**src/rtl/utlf_pkg.sv**
```systemverilog
`default_nettype none

package utlf_pkg;

    // Group and history sizes.
    localparam int SAMPLES_PER_READING = 5;
    localparam int HISTORY_DEPTH       = 3;

    // Field widths.
    localparam int ECHO_W  = 20;
    localparam int LEVEL_W = 7;
    localparam int HEIGHT_W = 10;

    // Running sum of one group and the divider operand widths.
    localparam int SUM_W   = $clog2(SAMPLES_PER_READING * (2 ** ECHO_W - 1) + 1);
    localparam int DIST_MUL = 17;
    localparam int DIV_W   = SUM_W + 5;
    localparam int DIVR_W  = HEIGHT_W;

    // Distance in hundredths is floor(sum * 17 / (10 * samples)), formed as
    // floor(sum * DIST_RECIP / 2**DIST_SHIFT). The shift is large enough that
    // the rounding of the reciprocal never reaches the next integer for any
    // sum that a full group can produce.
    localparam longint SUM_MAX    = longint'(SAMPLES_PER_READING) *
                                    ((longint'(1) << ECHO_W) - 1);
    localparam longint DIST_DIV   = 10 * SAMPLES_PER_READING;
    localparam int     DIST_SHIFT = $clog2(SUM_MAX * DIST_DIV + 1);
    localparam longint DIST_RECIP = ((longint'(DIST_MUL) << DIST_SHIFT) + DIST_DIV - 1) /
                                    DIST_DIV;
    localparam int     RECIP_W    = $clog2(DIST_RECIP + 1);
    localparam int     PROD_W     = SUM_W + RECIP_W;

    // Sample counter, history fill count and history total.
    localparam int SMP_W = $clog2(SAMPLES_PER_READING + 1);
    localparam int VS_W  = $clog2(HISTORY_DEPTH + 1);
    localparam int TOT_W = $clog2(HISTORY_DEPTH * 100 + 1);

    // Distance window in hundredths of a centimeter and level limits.
    localparam int MIN_DIST_HUND = 200;
    localparam int MAX_DIST_HUND = 40000;
    localparam int PCT_FULL      = 100;
    localparam int HEIGHT_SCALE  = 100;

    // Configuration register word addresses.
    localparam logic REG_EMPTY = 1'b0;
    localparam logic REG_FULL  = 1'b1;

    typedef enum logic [3:0] {
        ST_IDLE,
        ST_DIST_GO,
        ST_CHECK,
        ST_LEVEL_WAIT,
        ST_PUSH,
        ST_MEAN_GO,
        ST_MEAN_WAIT,
        ST_OUT
    } t_state;

endpackage

`default_nettype wire

```
**src/rtl/utlf_div.sv**
```systemverilog
`default_nettype none

// Restoring divider, one quotient bit per cycle. The quotient is valid in
// the cycle that o_done is high.
module utlf_div (
    input  wire logic                        i_clk,
    input  wire logic                        i_rst_n,
    input  wire logic                        i_start,
    input  wire logic [utlf_pkg::DIV_W-1:0]  i_dividend,
    input  wire logic [utlf_pkg::DIVR_W-1:0] i_divisor,
    output logic                             o_done,
    output logic [utlf_pkg::DIV_W-1:0]       o_quotient
);

    localparam int CNT_W = $clog2(utlf_pkg::DIV_W);

    logic                        r_busy;
    logic                        r_done;
    logic [CNT_W-1:0]            r_cnt;
    logic [utlf_pkg::DIVR_W-1:0] r_rem;
    logic [utlf_pkg::DIVR_W-1:0] r_dvs;
    logic [utlf_pkg::DIV_W-1:0]  r_quo;

    logic [utlf_pkg::DIVR_W:0]   w_trial;
    logic [utlf_pkg::DIVR_W:0]   w_diff;
    logic                        w_bit;

    // Trial subtraction of the divisor from the shifted remainder.
    always_comb begin
        w_trial = {r_rem, r_quo[utlf_pkg::DIV_W-1]};
        w_diff  = w_trial - {1'b0, r_dvs};
        w_bit   = (w_trial >= {1'b0, r_dvs});
    end

    // Control: busy flag, step counter and the done pulse.
    always_ff @(posedge i_clk) begin
        if (!i_rst_n) begin
            r_busy <= 1'b0;
            r_done <= 1'b0;
            r_cnt  <= '0;
        end else begin
            r_done <= r_busy && (r_cnt == CNT_W'(utlf_pkg::DIV_W - 1));
            if (i_start) begin
                r_busy <= 1'b1;
                r_cnt  <= '0;
            end else if (r_busy) begin
                if (r_cnt == CNT_W'(utlf_pkg::DIV_W - 1)) begin
                    r_busy <= 1'b0;
                end
                r_cnt <= r_cnt + 1'b1;
            end
        end
    end

    // Datapath: the dividend shifts out at the top as quotient bits shift in.
    always_ff @(posedge i_clk) begin
        if (i_start) begin
            r_rem <= '0;
            r_dvs <= i_divisor;
            r_quo <= i_dividend;
        end else if (r_busy) begin
            r_rem <= w_bit ? w_diff[utlf_pkg::DIVR_W-1:0] : w_trial[utlf_pkg::DIVR_W-1:0];
            r_quo <= {r_quo[utlf_pkg::DIV_W-2:0], w_bit};
        end
    end

    assign o_done     = r_done;
    assign o_quotient = r_quo;

endmodule

`default_nettype wire

```
**src/rtl/ultrasonic_tank_level_filter.sv**
```systemverilog
`default_nettype none

// Ultrasonic tank level filter.
// Input channel (i_in_valid, o_in_stall, i_echo_us) carries one echo duration
// in microseconds per transaction. Every fifth transaction closes a group: the
// group sum is turned into a distance, the distance into a fill level, and the
// level is averaged with the history. Each closed group gives one transaction
// on the output channel (o_out_valid, i_out_stall, o_level_pct,
// o_reading_error); other samples give none.
// A sample that does not close a group leaves the sequencer idle and the
// input unstalled. After a closing sample the distance comes from a
// reciprocal multiply, and the shared bit-serial divider then makes up to two
// passes (level, mean): both when the surface lies above empty, the mean pass
// only when it lies beyond empty, none on an error. o_in_stall stays high
// until the result is loaded into the output register.
// The result sits in an output register; while it waits, new samples are still
// taken, and only the next closed group waits for the register to free up.
// The APB port writes empty_height at 0x0 and full_height at 0x4; the user
// must write them only while idle, as the block does not enforce it. Reset
// clears the group sum, sample count, history, fill count, heights and o_out_valid.
module ultrasonic_tank_level_filter (
    input  wire logic                          i_clk,
    input  wire logic                          i_rst_n,
    input  wire logic                          i_in_valid,
    output logic                               o_in_stall,
    input  wire logic [utlf_pkg::ECHO_W-1:0]   i_echo_us,
    output logic                               o_out_valid,
    input  wire logic                          i_out_stall,
    output logic [utlf_pkg::LEVEL_W-1:0]       o_level_pct,
    output logic                               o_reading_error,
    input  wire logic                          psel,
    input  wire logic                          penable,
    input  wire logic                          pwrite,
    input  wire logic [2:0]                    paddr,
    input  wire logic [31:0]                   pwdata,
    output logic [31:0]                        prdata,
    output logic                               pready
);

    utlf_pkg::t_state r_state;
    utlf_pkg::t_state n_state;

    logic [utlf_pkg::HEIGHT_W-1:0] r_empty;
    logic [utlf_pkg::HEIGHT_W-1:0] r_full;
    logic [utlf_pkg::SUM_W-1:0]    r_sum;
    logic [utlf_pkg::SMP_W-1:0]    r_count;
    logic [utlf_pkg::DIV_W-1:0]    r_dist;
    logic [utlf_pkg::LEVEL_W-1:0]  r_level;
    logic [utlf_pkg::LEVEL_W-1:0]  r_hist [utlf_pkg::HISTORY_DEPTH];
    logic [utlf_pkg::VS_W-1:0]     r_valid_seen;
    logic [utlf_pkg::LEVEL_W-1:0]  r_res_level;
    logic                          r_res_err;
    logic                          r_out_valid;
    logic [utlf_pkg::LEVEL_W-1:0]  r_out_level;
    logic                          r_out_err;

    logic                          w_in_accept;
    logic                          w_group_end;
    logic                          w_cfg_write;
    logic                          w_err;
    logic                          w_top_le_dist;
    logic [utlf_pkg::DIV_W-1:0]    w_top;
    logic [utlf_pkg::TOT_W-1:0]    w_total;
    logic [utlf_pkg::PROD_W-1:0]   w_dist_prod;
    logic                          w_div_start;
    logic [utlf_pkg::DIV_W-1:0]    w_div_dividend;
    logic [utlf_pkg::DIVR_W-1:0]   w_div_divisor;
    logic                          w_div_done;
    logic [utlf_pkg::DIV_W-1:0]    w_div_quotient;
    logic                          w_out_load;

    // Shared divider.
    utlf_div u_div (
        .i_clk      (i_clk),
        .i_rst_n    (i_rst_n),
        .i_start    (w_div_start),
        .i_dividend (w_div_dividend),
        .i_divisor  (w_div_divisor),
        .o_done     (w_div_done),
        .o_quotient (w_div_quotient)
    );

    // Configuration registers.
    assign w_cfg_write = psel && penable && pwrite && pready;
    assign pready      = 1'b1;

    always_ff @(posedge i_clk) begin
        if (!i_rst_n) begin
            r_empty <= '0;
            r_full  <= '0;
        end else if (w_cfg_write) begin
            case (paddr[2])
                utlf_pkg::REG_EMPTY: r_empty <= pwdata[utlf_pkg::HEIGHT_W-1:0];
                utlf_pkg::REG_FULL:  r_full  <= pwdata[utlf_pkg::HEIGHT_W-1:0];
                default: ;
            endcase
        end
    end

    always_comb begin
        case (paddr[2])
            utlf_pkg::REG_EMPTY: prdata = {{(32 - utlf_pkg::HEIGHT_W){1'b0}}, r_empty};
            utlf_pkg::REG_FULL:  prdata = {{(32 - utlf_pkg::HEIGHT_W){1'b0}}, r_full};
            default:             prdata = '0;
        endcase
    end

    // Group sum times the distance reciprocal; the top bits are the distance.
    assign w_dist_prod = utlf_pkg::PROD_W'(r_sum) * utlf_pkg::PROD_W'(utlf_pkg::DIST_RECIP);

    // Range checks on the distance and the heights, and the empty level scale.
    always_comb begin
        w_top         = utlf_pkg::DIV_W'(r_empty) * utlf_pkg::DIV_W'(utlf_pkg::HEIGHT_SCALE);
        w_top_le_dist = (w_top <= r_dist);
        w_err         = (r_dist <= utlf_pkg::DIV_W'(utlf_pkg::MIN_DIST_HUND)) ||
                        (r_dist >  utlf_pkg::DIV_W'(utlf_pkg::MAX_DIST_HUND)) ||
                        (r_empty <= r_full);
    end

    // Total of the valid history entries.
    always_comb begin
        w_total = '0;
        for (int i = 0; i < utlf_pkg::HISTORY_DEPTH; i++) begin
            if (utlf_pkg::VS_W'(i) < r_valid_seen) begin
                w_total = w_total + utlf_pkg::TOT_W'(r_hist[i]);
            end
        end
    end

    assign w_in_accept = i_in_valid && !o_in_stall;
    assign w_group_end = (r_count == utlf_pkg::SMP_W'(utlf_pkg::SAMPLES_PER_READING - 1));

    // Next state.
    always_comb begin
        n_state = r_state;
        case (r_state)
            utlf_pkg::ST_IDLE: begin
                if (w_in_accept && w_group_end) begin
                    n_state = utlf_pkg::ST_DIST_GO;
                end
            end
            utlf_pkg::ST_DIST_GO: n_state = utlf_pkg::ST_CHECK;
            utlf_pkg::ST_CHECK: begin
                if (w_err) begin
                    n_state = utlf_pkg::ST_OUT;
                end else if (w_top_le_dist) begin
                    n_state = utlf_pkg::ST_PUSH;
                end else begin
                    n_state = utlf_pkg::ST_LEVEL_WAIT;
                end
            end
            utlf_pkg::ST_LEVEL_WAIT: begin
                if (w_div_done) begin
                    n_state = utlf_pkg::ST_PUSH;
                end
            end
            utlf_pkg::ST_PUSH:    n_state = utlf_pkg::ST_MEAN_GO;
            utlf_pkg::ST_MEAN_GO: n_state = utlf_pkg::ST_MEAN_WAIT;
            utlf_pkg::ST_MEAN_WAIT: begin
                if (w_div_done) begin
                    n_state = utlf_pkg::ST_OUT;
                end
            end
            utlf_pkg::ST_OUT: begin
                if (w_out_load) begin
                    n_state = utlf_pkg::ST_IDLE;
                end
            end
            default: n_state = utlf_pkg::ST_IDLE;
        endcase
    end

    // Sequencer outputs: input stall, divider start and operands, output load.
    always_comb begin
        o_in_stall     = 1'b1;
        w_div_start    = 1'b0;
        w_div_dividend = '0;
        w_div_divisor  = '0;
        w_out_load     = 1'b0;
        case (r_state)
            utlf_pkg::ST_IDLE: o_in_stall = 1'b0;
            utlf_pkg::ST_CHECK: begin
                w_div_start    = !w_err && !w_top_le_dist;
                w_div_dividend = w_top - r_dist;
                w_div_divisor  = r_empty - r_full;
            end
            utlf_pkg::ST_MEAN_GO: begin
                w_div_start    = 1'b1;
                w_div_dividend = utlf_pkg::DIV_W'(w_total);
                w_div_divisor  = utlf_pkg::DIVR_W'(r_valid_seen);
            end
            utlf_pkg::ST_OUT: w_out_load = !r_out_valid || !i_out_stall;
            default: ;
        endcase
    end

    always_ff @(posedge i_clk) begin
        if (!i_rst_n) begin
            r_state <= utlf_pkg::ST_IDLE;
        end else begin
            r_state <= n_state;
        end
    end

    // Group accumulation; the sum is cleared once the distance is taken from it.
    always_ff @(posedge i_clk) begin
        if (!i_rst_n) begin
            r_sum   <= '0;
            r_count <= '0;
        end else if (w_in_accept) begin
            r_sum   <= r_sum + utlf_pkg::SUM_W'(i_echo_us);
            r_count <= w_group_end ? '0 : r_count + 1'b1;
        end else if (r_state == utlf_pkg::ST_DIST_GO) begin
            r_sum <= '0;
        end
    end

    // Distance, clamped level and the result held for the output register.
    always_ff @(posedge i_clk) begin
        if (r_state == utlf_pkg::ST_DIST_GO) begin
            r_dist <= utlf_pkg::DIV_W'(w_dist_prod[utlf_pkg::PROD_W-1:utlf_pkg::DIST_SHIFT]);
        end
        if (r_state == utlf_pkg::ST_CHECK) begin
            r_level <= '0;
            if (w_err) begin
                r_res_level <= r_hist[0];
                r_res_err   <= 1'b1;
            end
        end
        if (r_state == utlf_pkg::ST_LEVEL_WAIT && w_div_done) begin
            r_level <= (w_div_quotient > utlf_pkg::DIV_W'(utlf_pkg::PCT_FULL)) ?
                       utlf_pkg::LEVEL_W'(utlf_pkg::PCT_FULL) :
                       w_div_quotient[utlf_pkg::LEVEL_W-1:0];
        end
        if (r_state == utlf_pkg::ST_MEAN_WAIT && w_div_done) begin
            r_res_level <= w_div_quotient[utlf_pkg::LEVEL_W-1:0];
            r_res_err   <= 1'b0;
        end
    end

    // Level history, newest first, and its saturating fill count.
    always_ff @(posedge i_clk) begin
        if (!i_rst_n) begin
            for (int i = 0; i < utlf_pkg::HISTORY_DEPTH; i++) begin
                r_hist[i] <= '0;
            end
            r_valid_seen <= '0;
        end else if (r_state == utlf_pkg::ST_PUSH) begin
            for (int i = utlf_pkg::HISTORY_DEPTH - 1; i > 0; i--) begin
                r_hist[i] <= r_hist[i-1];
            end
            r_hist[0] <= r_level;
            if (r_valid_seen < utlf_pkg::VS_W'(utlf_pkg::HISTORY_DEPTH)) begin
                r_valid_seen <= r_valid_seen + 1'b1;
            end
        end
    end

    // Output register.
    always_ff @(posedge i_clk) begin
        if (!i_rst_n) begin
            r_out_valid <= 1'b0;
        end else if (w_out_load) begin
            r_out_valid <= 1'b1;
        end else if (!i_out_stall) begin
            r_out_valid <= 1'b0;
        end
    end

    always_ff @(posedge i_clk) begin
        if (w_out_load) begin
            r_out_level <= r_res_level;
            r_out_err   <= r_res_err;
        end
    end

    assign o_out_valid     = r_out_valid;
    assign o_level_pct     = r_out_level;
    assign o_reading_error = r_out_err;

    // Checks.
    a_level_range: assert property (@(posedge i_clk) disable iff (!i_rst_n)
        o_out_valid |-> (o_level_pct <= utlf_pkg::LEVEL_W'(utlf_pkg::PCT_FULL)))
        else $error("level above full scale");

    a_count_range: assert property (@(posedge i_clk) disable iff (!i_rst_n)
        r_count < utlf_pkg::SMP_W'(utlf_pkg::SAMPLES_PER_READING))
        else $error("sample count past group size");

    a_fill_range: assert property (@(posedge i_clk) disable iff (!i_rst_n)
        r_valid_seen <= utlf_pkg::VS_W'(utlf_pkg::HISTORY_DEPTH))
        else $error("history fill count past depth");

    a_div_done_wait: assert property (@(posedge i_clk) disable iff (!i_rst_n)
        w_div_done |-> (r_state == utlf_pkg::ST_LEVEL_WAIT ||
                        r_state == utlf_pkg::ST_MEAN_WAIT))
        else $error("divider finished outside a wait state");

endmodule

`default_nettype wire
```
**config.mk**
```make
export PLATFORM = sky130hd
export DESIGN_NAME = ultrasonic_tank_level_filter
export DESIGN_NICKNAME = d
export VERILOG_FILES = /design/src/rtl/utlf_pkg.sv /design/src/rtl/utlf_div.sv /design/src/rtl/ultrasonic_tank_level_filter.sv
export SDC_FILE = /design/constraint.sdc
export NUM_CORES = 1
export LEC_CHECK = 0
export BUFFER_PORTS_ARGS = -buffer_cell sky130_fd_sc_hd__buf_4
export CORE_UTILIZATION = 55
export DETAILED_ROUTE_END_ITERATION = 8
export GPL_ROUTABILITY_DRIVEN = 0
export HOLD_SLACK_MARGIN = 0.05
export PLACE_DENSITY = 0.76
export SYNTH_ARGS = -nofsm -noshare
export SYNTH_HDL_FRONTEND = slang
export SYNTH_SLANG_ARGS = --single-unit
```
**constraint.sdc**
```tcl
create_clock -name i_clk -period 6.4 [get_ports i_clk]
set_input_delay 1.28 -clock i_clk [delete_from_list [all_inputs] [get_ports i_clk]]
set_output_delay 1.28 -clock i_clk [all_outputs]
set_load 0.02 [all_outputs]
```
# [After elaboration in Yosys (flattened, before gate mapping)]
# Memories as Yosys holds them, arrays and structs flattened.
# Index checks and enable logic that the tools add are counted.
[word_totals] register_bits=153 ramBits=21 in_bits=62 elab_cells=128 mem_count=1
[memory_table] name="r_hist" words=3 width=7 read_ports=3 rd_clocked_by_memory_dff=0 wr=3 line_no="ultrasonic_tank_level_filter.sv:49" rtl="logic [utlf_pkg::LEVEL_W-1:0] r_hist [utlf_pkg::HISTORY_DEPTH];"
[op_classes] add_sub_neg=9 n_mul=2 n_lt_le_gt_ge=10 n_eq_ne=14 mux=40 n_bitwise=5 n_reduce_logical=28
[op_table] cell="$mux 7" count=10
[op_table] cell="$pmux 32 s2" count=1
[op_table] cell="$mux 28" count=2
[op_table] cell="$pmux 28 s2" count=1
[op_table] cell="$mul 23x24->47 const B" count=1
[op_table] cell="$mux 23" count=2
[op_table] cell="$pmux 4 s8" count=1
[op_table] cell="$gt 28x7->1 const B" count=1
[op_table] cell="$add 23x20->23" count=1
[op_table] cell="$sub 17x22->23" count=1
[op_table] cell="$gt 22x16->1 const B" count=1
[op_table] cell="$le 17x22->1" count=1
[op_table] cell="$le 22x8->1 const B" count=1
[op_table] cell="$pmux 10 s2" count=1
[op_table] cell="$sub 10x10->10" count=2
[op_table] cell="$add 9x7->9" count=2
[op_table] cell="$mux 9" count=2
[op_table] cell="$eq 4x3->1 const B" count=4
[op_table] cell="$mux 4" count=4
[op_table] cell="$mul 10x5->15 const B" count=1
[op_table] cell="$ge 11x10->1" count=1
[op_table] cell="$mux 1" count=11
[op_table] cell="$le 10x10->1" count=1
[op_table] cell="$mux 10" count=1
[op_table] cell="24 further kinds" count=54

# [Depth between registers and ports, before layout]
# Gate-level depths: netlist of the first run.
[logic_depth] word_depth=8 ltp_mapped=25 mapped_depth_nobuf=24

# [By module]
# Synthesis of the first run repeated with hierarchy kept, for this count alone.
[unflattened] cells_unflattened=2215 hier_area_um2=21300.4
[modules_own_cells] module="ultrasonic_tank_level_filter" instances=1 cells_per_inst=1965 area_each_um2=18342.6 seq_area_each_um2=3012.9
[modules_own_cells] module="utlf_div" instances=1 cells_per_inst=250 area_each_um2=2957.8 seq_area_each_um2=1481.4

# [Worst setup path before layout of the first run]
# OpenSTA, ideal clock, no wires.
[synth_timing] path_type="register -> register" from="register r_sum[18] (netlist bit)" to="register r_dist[6] (netlist bit), data pin" setup_time_ns=0.260 t_arrival_ns=6.539 required_time_ns=6.140 slack_ns=-0.399 path_stages_with_launch=23 synth_period_minus_slack_ns=6.799 path_cell_list="dfxtp_1 > inv_1 > fa_1 > fa_1 > inv_1 > fa_1 > fa_1 > fa_1 > fa_1 > inv_1 > fa_1 > inv_1 > ha_1 > nand4_1 > o32ai_1 > a21o_1 > a2111oi_4 > a21oi_2 > a21o_1 > and2_4 > or4_4 > and2_1 > xor2_1"
[synth_between] elab_chain_cells=1
[synth_lines] element="from (decl)" line_no="ultrasonic_tank_level_filter.sv:45" rtl="logic [utlf_pkg::SUM_W-1:0] r_sum;"
[synth_lines] element="from (signal assigned)" line_no="ultrasonic_tank_level_filter.sv:211" rtl="r_sum <= r_sum + utlf_pkg::SUM_W'(i_echo_us);"
[synth_lines] element="$mul 23x24->47" line_no="ultrasonic_tank_level_filter.sv:109" rtl="assign w_dist_prod = utlf_pkg::PROD_W'(r_sum) * utlf_pkg::PROD_W'(utlf_pkg::DIST_RECIP);"
[synth_lines] element="via w_dist_prod (one bit)" line_no="ultrasonic_tank_level_filter.sv:64" rtl="logic [utlf_pkg::PROD_W-1:0] w_dist_prod;"
[synth_lines] element="to (signal assigned)" line_no="ultrasonic_tank_level_filter.sv:221" rtl="r_dist <= utlf_pkg::DIV_W'(w_dist_prod[utlf_pkg::PROD_W-1:utlf_pkg::DIST_SHIFT]);"
[synth_lines] element="to (decl)" line_no="ultrasonic_tank_level_filter.sv:47" rtl="logic [utlf_pkg::DIV_W-1:0] r_dist;"
# The timed path passes the listed nets, and every way through them passes these cells.
# A chain may end at the register's enable or synchronous reset.

# [Worst setup path after layout of the first run]
[layout_timing] from="register r_sum[19] (netlist bit)" to="register r_dist[14] (netlist bit), data pin"
# The elaborated chain is that of the path after synthesis.

==> qor.yml, run 1 <==
power.leakage_nw: 12.0
reg2reg_slack_ns: -0.10
routed_via_density: 5.60
status: "finished, violations left"
use_met1: 0.356
fin_ws_ns: -0.103
core-area_um2: 36600
grt_busiest_layer: "met2"
antenna_left: 0
maxCapViolations: 0
worst-setup-path-type: "register to register"
hold_viol_final: 0
yosysTopAreaCell: "ha_1"
path_clk_slew_ns: 0.08
cts_buffers: 17
synth_top_area_frac: 0.218
synth_cells: 2112
yosys_warnings: 0
r2r_cells: 24
drive_above_1_share: 0.144
final_cells: 2745
max_freq_ghz: 0.154
gr-usage-met3: 0.0427
cp-startpoint: "r_sum[19]"
netlist_area_um2: 20400
worstReg2RegEnd: "r_dist[14]"
grtUsageMet2: 0.435
grt_pass1_vias: 15546
ys_types: 78
drv_slew: 0
wl_um: 49200
grtUsageTotal: 0.265
place_hpwl_um: 40100
finalSetupViolations: 7
path_cells: "inv_2 > fa_2 > buf_6 > fa_1 > fa_2 > inv_2 > fa_2 > fa_2 > fa_1 > inv_2 > fa_2 > inv_2 > ha_4 > a21oi_4 > o21bai_4 > a2111oi_4 > buf_4 > a21o_1 > and3_4 > o21ai_4 > a21oi_2 > buf_4 > o21bai_1 > xor2_1"
synthTopCellsByCount: "inv_1 (429), ha_1 (355), fa_1 (204), a21oi_1 (131), nand2_1 (120)"
powerDensity_nw_per_um2: 579
cts_buffer_depth: 2
relSlewSlack: 0.239
cts_tree: "yes"
grt_pass1_wl_um: 79000
cp.required_ns: 6.59
port_buffers: 57
finalCriticalPeriod_ns: 6.50
cp-endpoint: "r_dist[14]"
rsz0062_at_grt: "yes"
start_util: 0.558
first_iter_violations: 1051
cts_max_level: 4
crit_buf_inv: 7
synth-edff-count: 103
dieHeight_um: 195
diodes: 0
irDropWorstVdd_mv: 0.690
path_depth: 24
skew_ns: 0.0138
worst_r2r_startpoint: "r_sum[19]"
grt_start_max_net_pins: 45
root_buffer: "clkbuf_16"
hold_path.class: "register to register"
clock_latency_ns: 0.45
placed_cells: 2697
synth_seq_cells: 173
crit_arrival_ns: 6.69
design_area_um2: 23100
critPathTopFamily: "adder cells"
num_vias: 15374
die-width_um: 195
antenna_found_initial: 0
die_area_um2: 37900
final_nets: 2885
ys_async_sr_fraction: 0
ios: 105
ys_seq_area_frac: 0.220
critPathMostFrequentCell: "fa_2"
drt_first_pass_iters: 5
synth_area_leaders: "ha_1 (22%), fa_1 (20%), edfxtp_1 (15%), inv_1 (7.9%), dfxtp_1 (6.9%)"
slowest_delay_ns: 0.59
avgSynthCellArea_um2: 9.67
syn_to_final_growth_pct: 12.9
yosysMostFrequentCell: "inv_1"
start_kind: "register"
wl_per_cell_um: 17.9
rows: 70
drc: 0
synth-main-ff-cell: "edfxtp_1"
postCtsHoldBufs: 0
placed_area_um2: 22000
violations: "setup timing"
utilization: 0.630
grt_overflow: 0
critPathSlowestCell: "fa_2"
cp_max_fo: 3
cp-end-kind: "register"
fin_crit_sh: 1.02
max_slew.worst_pin.slew_ns: 1.14
cts_sinks: 173
[cell type report]
type / instances / area [µm²]
well taps: 468 / 586
flip-flops and latches: 173 / 4520
clock buffers: 20 / 437
repair buffers: 176 / 1360
fillers: 2831 / 13600
clock inverters: 12 / 150
multi-input cells: 1465 / 14400
inverters: 431 / 1620
[where the power goes]
group,leakage [nW],internal [mW],switching [mW]
registers,1.54,1.55,0.185
clock network,0.280,0.587,0.493
logic,10.2,4.75,5.79
total,12.0,6.89,6.47
[per-stage QoR]
stage	power, mW	TNS (ns)	worst slack [ns]	hold WS, ns
global route	14.6	-1.80	-0.270	0.425
floorplan	8.34	0	0.00311	0.400
detailed placement	11.1	-1.65	-0.261	0.405
finish	13.4	-0.390	-0.103	0.423
CTS	13.0	-0.199	-0.0617	0.426
global placement	10.7	-0.831	-0.173	0.408
[layout by cell type (no fill, tap or decap), drive strengths merged, types with 10 or more instances in the layout]
cell type  instances
nand2b            13
nor3              20
xor2              37
buf              176
ha               355
fa               204
nand3             39
a211oi            15
nor2              87
a21oi            133
o21a              10
dfxtp             70
conb              23
o21ai             60
xnor2             54
edfxtp           103
and3              14
mux2i             10
mux2              16
nor2b             22
clkbuf            20
nand2            120
nand4             25
o31ai             14
and2              34
a21o              62
inv              437
[flip-flops by register name, summed over array words and instances (netlist names)]
signal	cells
u_div.r_dvs	10
r_empty	10
r_full	10
r_state	3
o_out_valid	1
u_div.o_quotient	28
r_sum	23
r_valid_seen	2
u_div.r_cnt	5
r_dist	22
r_res_level	7
o_level_pct	7
o_reading_error	1
r_level	7
r_count	3
u_div.o_done	1
r_res_err	1
u_div.r_rem	10
u_div.r_busy	1
r_hist	21
[cell families (layout without fill, tap and decap cells)]
kind of cell,after synthesis,count (layout),share of synthesized area
DFF,173,173,0.220
buffers and inverters,495,639,0.0967
muxes,26,26,0.0137
xor gates and xnor gates,91,91,0.0390
and+or+nand+nor,407,407,0.0985
adders and majority gates,559,559,0.418
AOI/OAI and AO/OA,359,359,0.114
other,2,23,0.000368
[repair_timing]
action                                  in CTS  in global routing
resized for setup                           50                 28
endpoints found under the hold margin        0                  0
setup buffers                               10                  7
endpoints found under the setup margin      11                 14
pin swaps                                   54                 26
[worst min-delay path by stage]
| stage | startpoint | slack [ns] | depth (start not counted) | endpoint |
|---|---|---|---|---|
| global route | r_res_level[1] | 0.43 | 0 | o_level_pct[1] |
| CTS | r_res_level[5] | 0.43 | 0 | o_level_pct[5] |
| finish | r_res_level[5] | 0.42 | 0 | o_level_pct[5] |
| detailed placement | r_res_level[1] | 0.41 | 0 | o_level_pct[1] |
| global placement | r_res_level[6] | 0.41 | 0 | o_level_pct[6] |
| floorplan | r_res_level[0] | 0.40 | 0 | o_level_pct[0] |
[metal layers]
layer / part of all wire / wire length [µm] / vias to the layer above
met5: 0 / 0 / -
met4: 0.025 / 1250 / 0
met3: 0.064 / 3140 / 82
met2: 0.47 / 23300 / 490
met1: 0.44 / 21500 / 7486
li1: - / - / 7316
Power figures use the tool's default switching activity.
==> run 2: changes to the inputs <==
- PLACE_DENSITY: 0.76 -> 0.73
- clock period: 6.4 -> 8 ns (I/O delays scaled with it)
==> run 2 against run 1 <==
  * The flow now finishes without violations
  * Register-to-register slack improved by 0.84 ns
  * Total power down 32%
  * First-iteration DRC count increased by 11%
  * Combinational power fell by 36%
  * Non-clock buffer count decreased by 108
  * Maximum frequency is 10% lower
  * Critical path type unchanged
  * Highest routed layer unchanged
==> qor.yml, run 2 (same netlist as run 1, synthesis figures left out) <==
comb_power_share: 0.742
total_power_mw: 9.11
swShare: 0.508
diodes: 0
relSlewSlack: 0.264
maxCapViolations: 0
p_sw_mw: 4.63
routed_via_density: 5.63
clock_latency_ns: 0.44
die-width_um: 195
fin_setup_tns_ns: 0
cts_max_level: 4
wl_um: 46000
largest_reg_flops: 28
drc: 0
powerDensity_nw_per_um2: 416
max_freq_ghz: 0.138
port_buffers: 57
finalSetupViolations: 0
grt_start_max_net_pins: 46
hold_viol_final: 0
drt_first_pass_iters: 5
wl_per_cell_um: 17.5
fin_crit_sh: 0.908
die_area_um2: 37900
skew_ns: 0.0131
grt_overflow: 0
rows: 70
drive_above_1_share: 0.0655
status: "finished clean"
hold_path.class: "register to register"
start_kind: "register"
nFillCells: 3057
ios: 105
drv_slew: 0
cp.required_ns: 8.20
ff_latch_area_um2: 4490
core-area_um2: 36600
grt_pass1_vias: 14759
cts_setup_buffers: 0
power.share.clock: 0.101
postCtsHoldBufs: 0
p_int_mw: 4.48
root_buffer: "clkbuf_16"
cts_resized: 0
antenna_found_initial: 0
place_hpwl_um: 37600
final_cell_mix: "inv_1 (429), ha_1 (355), fa_1 (204), a21oi_1 (131), nand2_1 (120)"
worst-setup-path-type: "register to register"
cp-end-kind: "register"
layout_commonest_cell: "inv_1"
cp_max_fo: 7
cts_buffers: 17
num_vias: 14840
path_clk_slew_ns: 0.08
cts_tree: "yes"
max_slew.worst_pin.slew_ns: 1.10
first_iter_violations: 1162
grt_pass1_wl_um: 75100
finalCriticalPeriod_ns: 7.26
power.leakage_nw: 11.5
antenna_left: 0
cts_sinks: 173
multi_input_area_um2: 14000
irDropWorstVdd_mv: 0.411
dieHeight_um: 195
final_nets: 2777
cts_buffer_depth: 2
start_util: 0.558
grtUsageTotal: 0.252
power_frac_seq: 0.157
rsz0062_at_grt: "no"
syn_to_final_growth_pct: 7.15
crit_arrival_ns: 7.46
-- run 2: cell types whose count changed in the layout (fill, tap and decap cells not counted), sizes merged --
cell,change
buf,-108
clkbuf,-3
clkinv,+3
clkinvlp,-2
inv,+2
-- run 2: final timing paths --
| kind | to | cells past startpoint | slack [ns] | start |
|---|---|---|---|---|
| max | r_dist[6] | 22 | 0.74 | r_sum[19] |
| min | o_level_pct[2] | 0 | 0.44 | r_res_level[2] |
| max reg2reg | r_dist[6] | 22 | 0.74 | r_sum[19] |
| min reg2reg | o_level_pct[2] | 0 | 0.44 | r_res_level[2] |
-- run 2: stage by stage --
stage	util	cell area [µm²]	cells	setup slack (ns)	hold WS, ns
CTS	0.598	21900	2637	0.741	0.439
global route	0.598	21900	2637	0.496	0.452
finish	0.598	21900	2637	0.736	0.442
global placement	0.580	21200	2605	0.836	0.420
floorplan	-	20500	2133	1.20	0.400
detailed placement	0.580	21200	2605	0.749	0.420
-- run 2: critical path, cell delays in order (launching register included) --
cell,delay (ns)
dfxtp_1,0.53
inv_1,0.16
fa_1,0.54
fa_1,0.52
inv_1,0.06
fa_1,0.52
fa_1,0.54
fa_1,0.53
fa_1,0.55
inv_1,0.06
fa_1,0.53
inv_1,0.07
ha_1,0.34
nand4_1,0.17
o32ai_1,0.11
a21o_1,0.20
a2111oi_4,0.36
a21oi_2,0.11
a21o_1,0.20
and2_4,0.16
or4_4,0.43
and2_1,0.17
xor2_1,0.14
-- run 2: metal layers --
| layer | wire length (µm) | global-route usage | vias to the layer above | share of wire |
|---|---|---|---|---|
| li1 | - | - | 7076 | - |
| met1 | 21400 | 0.356 | 7311 | 0.46 |
| met2 | 21300 | 0.411 | 403 | 0.46 |
| met3 | 2670 | 0.0331 | 50 | 0.058 |
| met4 | 690 | 0.0585 | 0 | 0.015 |
| met5 | 0 | 0 | - | 0 |
-- run 2: cell type report --
type                    count  area share
clock buffers              17      0.0194
clock inverters            15     0.00989
inverters                 431      0.0739
multi-input cells        1465       0.641
flip-flops and latches    173       0.205
well taps                 468      0.0268
repair buffers             68      0.0233
-- run 2: power groups by stage --
stage               combinational, mW  clock, mW  sequential, mW
floorplan                        5.14          0            1.37
global placement                 6.51          0            1.44
detailed placement               6.70          0            1.44
CTS                              6.80      0.934            1.42
global route                     7.72      0.966            1.45
finish                           6.76      0.922            1.43
==> run 3: changes to the inputs <==
- BUFFER_PORTS_ARGS: -buffer_cell sky130_fd_sc_hd__buf_4 -> -buffer_cell sky130_fd_sc_hd__buf_2
==> run 3 against run 2 <==
  * Clock skew decreased by 0.0012 ns
  * Non-clock buffer count did not move
  * Critical path type unchanged
  * Design area is 0.69% lower
  * Clock power down 1%
  * Sequential cell count unchanged
  * Via count decreased by 0.57%
  * Maximum frequency is essentially flat
  * Critical path depth unchanged
  * Global-route usage rose by 0.059 points
  * Setup slack better by 0.0035 ns
==> qor.yml, run 3 (same netlist as run 1, synthesis figures left out) <==
status: "finished clean"
start_util: 0.558
max_slew.worst_pin.slew_ns: 1.26
final_nets: 2777
dpl_worst_slack_ns: 0.775
grtUsageTotal: 0.253
fin_setup_tns_ns: 0
dieHeight_um: 195
r2r_cells: 22
rows: 70
cts_buffer_depth: 2
grt_start_max_net_pins: 45
final_cell_mix: "inv_1 (429), ha_1 (355), fa_1 (204), a21oi_1 (131), nand2_1 (120)"
cts_max_level: 4
cts_buffers: 17
layout_commonest_cell: "inv_1"
cp_max_fo: 7
nFillCells: 3044
die-width_um: 195
cts_sinks: 173
hold_path.class: "register to register"
skew_ns: 0.0119
hold_viol_final: 0
rsz0062_at_grt: "no"
wl_per_cell_um: 17.6
relSlewSlack: 0.157
diodes: 0
finalCriticalPeriod_ns: 7.26
grt_pass1_wl_um: 75900
maxCapViolations: 0
largest_reg_flops: 28
wl_um: 46400
drt_first_pass_iters: 5
power.leakage_nw: 11.4
cp.required_ns: 8.20
fin_ws_ns: 0.739
root_buffer: "clkbuf_16"
antenna_left: 0
whs_path_depth: 0
core-area_um2: 36600
first_iter_violations: 1106
worst-setup-path-type: "register to register"
powerDensity_nw_per_um2: 420
drive_above_1_share: 0.0655
postCtsHoldBufs: 0
grt_overflow: 0
irDropWorstVdd_mv: 0.358
num_vias: 14755
cp-end-kind: "register"
drc: 0
antenna_found_initial: 0
max_freq_ghz: 0.138
drv_slew: 0
path_clk_slew_ns: 0.08
port_buffers: 57
crit_arrival_ns: 7.46
ios: 105
finalSetupViolations: 0
utilization: 0.593
syn_to_final_growth_pct: 6.41
fin_crit_sh: 0.908
routed_via_density: 5.60
cts_setup_buffers: 0
start_kind: "register"
die_area_um2: 37900
cts_tree: "yes"
cts_resized: 0
grt_pass1_vias: 15009
place_hpwl_um: 37600
clock_latency_ns: 0.45
==> run 3: cell count changes in the layout (fill, tap and decap cells not counted), moves of 2 or more <==
cell / delta
buf_2: +57
buf_4: -57
clkinv_4: -2
inv_6: +2
==> run 3: worst max-delay path: stages (launching register included) <==
cell       delay, ns
dfxtp_1         0.54
inv_1           0.16
fa_1            0.54
fa_1            0.53
inv_1           0.06
fa_1            0.53
fa_1            0.54
fa_1            0.52
fa_1            0.55
inv_1           0.06
fa_1            0.53
inv_1           0.06
ha_1            0.34
nand4_1         0.18
o32ai_1         0.11
a21o_1          0.21
a2111oi_4       0.36
a21oi_2         0.11
a21o_1          0.20
and2_4          0.17
or4_4           0.42
and2_1          0.16
xor2_1          0.14
==> run 3: through the flow <==
stage               std cells  hold WS, ns  area [µm²]  power (mW)
global placement         2605        0.410       21100        7.94
global route             2637        0.442       21700        10.1
detailed placement       2605        0.415       21100        8.17
floorplan                2133        0.400       20500        6.51
CTS                      2637        0.433       21700        9.18
finish                   2637        0.435       21700        9.13
==> run 3: layout make-up <==
cell class,instances,area (µm²),share of cell area
multi-input combinational,1465,14000,0.646
timing repair buffer,68,368,0.0169
sequential,173,4490,0.207
clock buffer,17,425,0.0196
clock inverter,15,208,0.00956
tap,468,586,0.0270
inverter,431,1620,0.0745
==> run 3: worst paths after layout <==
| kind | start | endpoint | slack [ns] |
|---|---|---|---|
| worst max register to register | r_sum[19] | r_dist[6] | 0.74 |
| worst min-delay path | r_res_level[6] | o_level_pct[6] | 0.43 |
| worst max-delay path | r_sum[19] | r_dist[6] | 0.74 |
| worst min register to register | r_res_level[6] | o_level_pct[6] | 0.43 |
==> run 3: layer usage <==
| metal | share of wire | vias to the layer above | global-route usage |
|---|---|---|---|
| met5 | 0 | - | 0 |
| met1 | 0.45 | 7185 | 0.349 |
| met2 | 0.47 | 425 | 0.418 |
| met4 | 0.016 | 0 | 0.0564 |
| li1 | - | 7093 | - |
| met3 | 0.061 | 52 | 0.0387 |
==> run 3: where the power goes <==
| part | internal, mW | leakage (nW) | switching (mW) |
|---|---|---|---|
| sequential | 1.23 | 1.53 | 0.201 |
| clock | 0.461 | 0.308 | 0.451 |
| combinational | 2.77 | 9.58 | 4.02 |
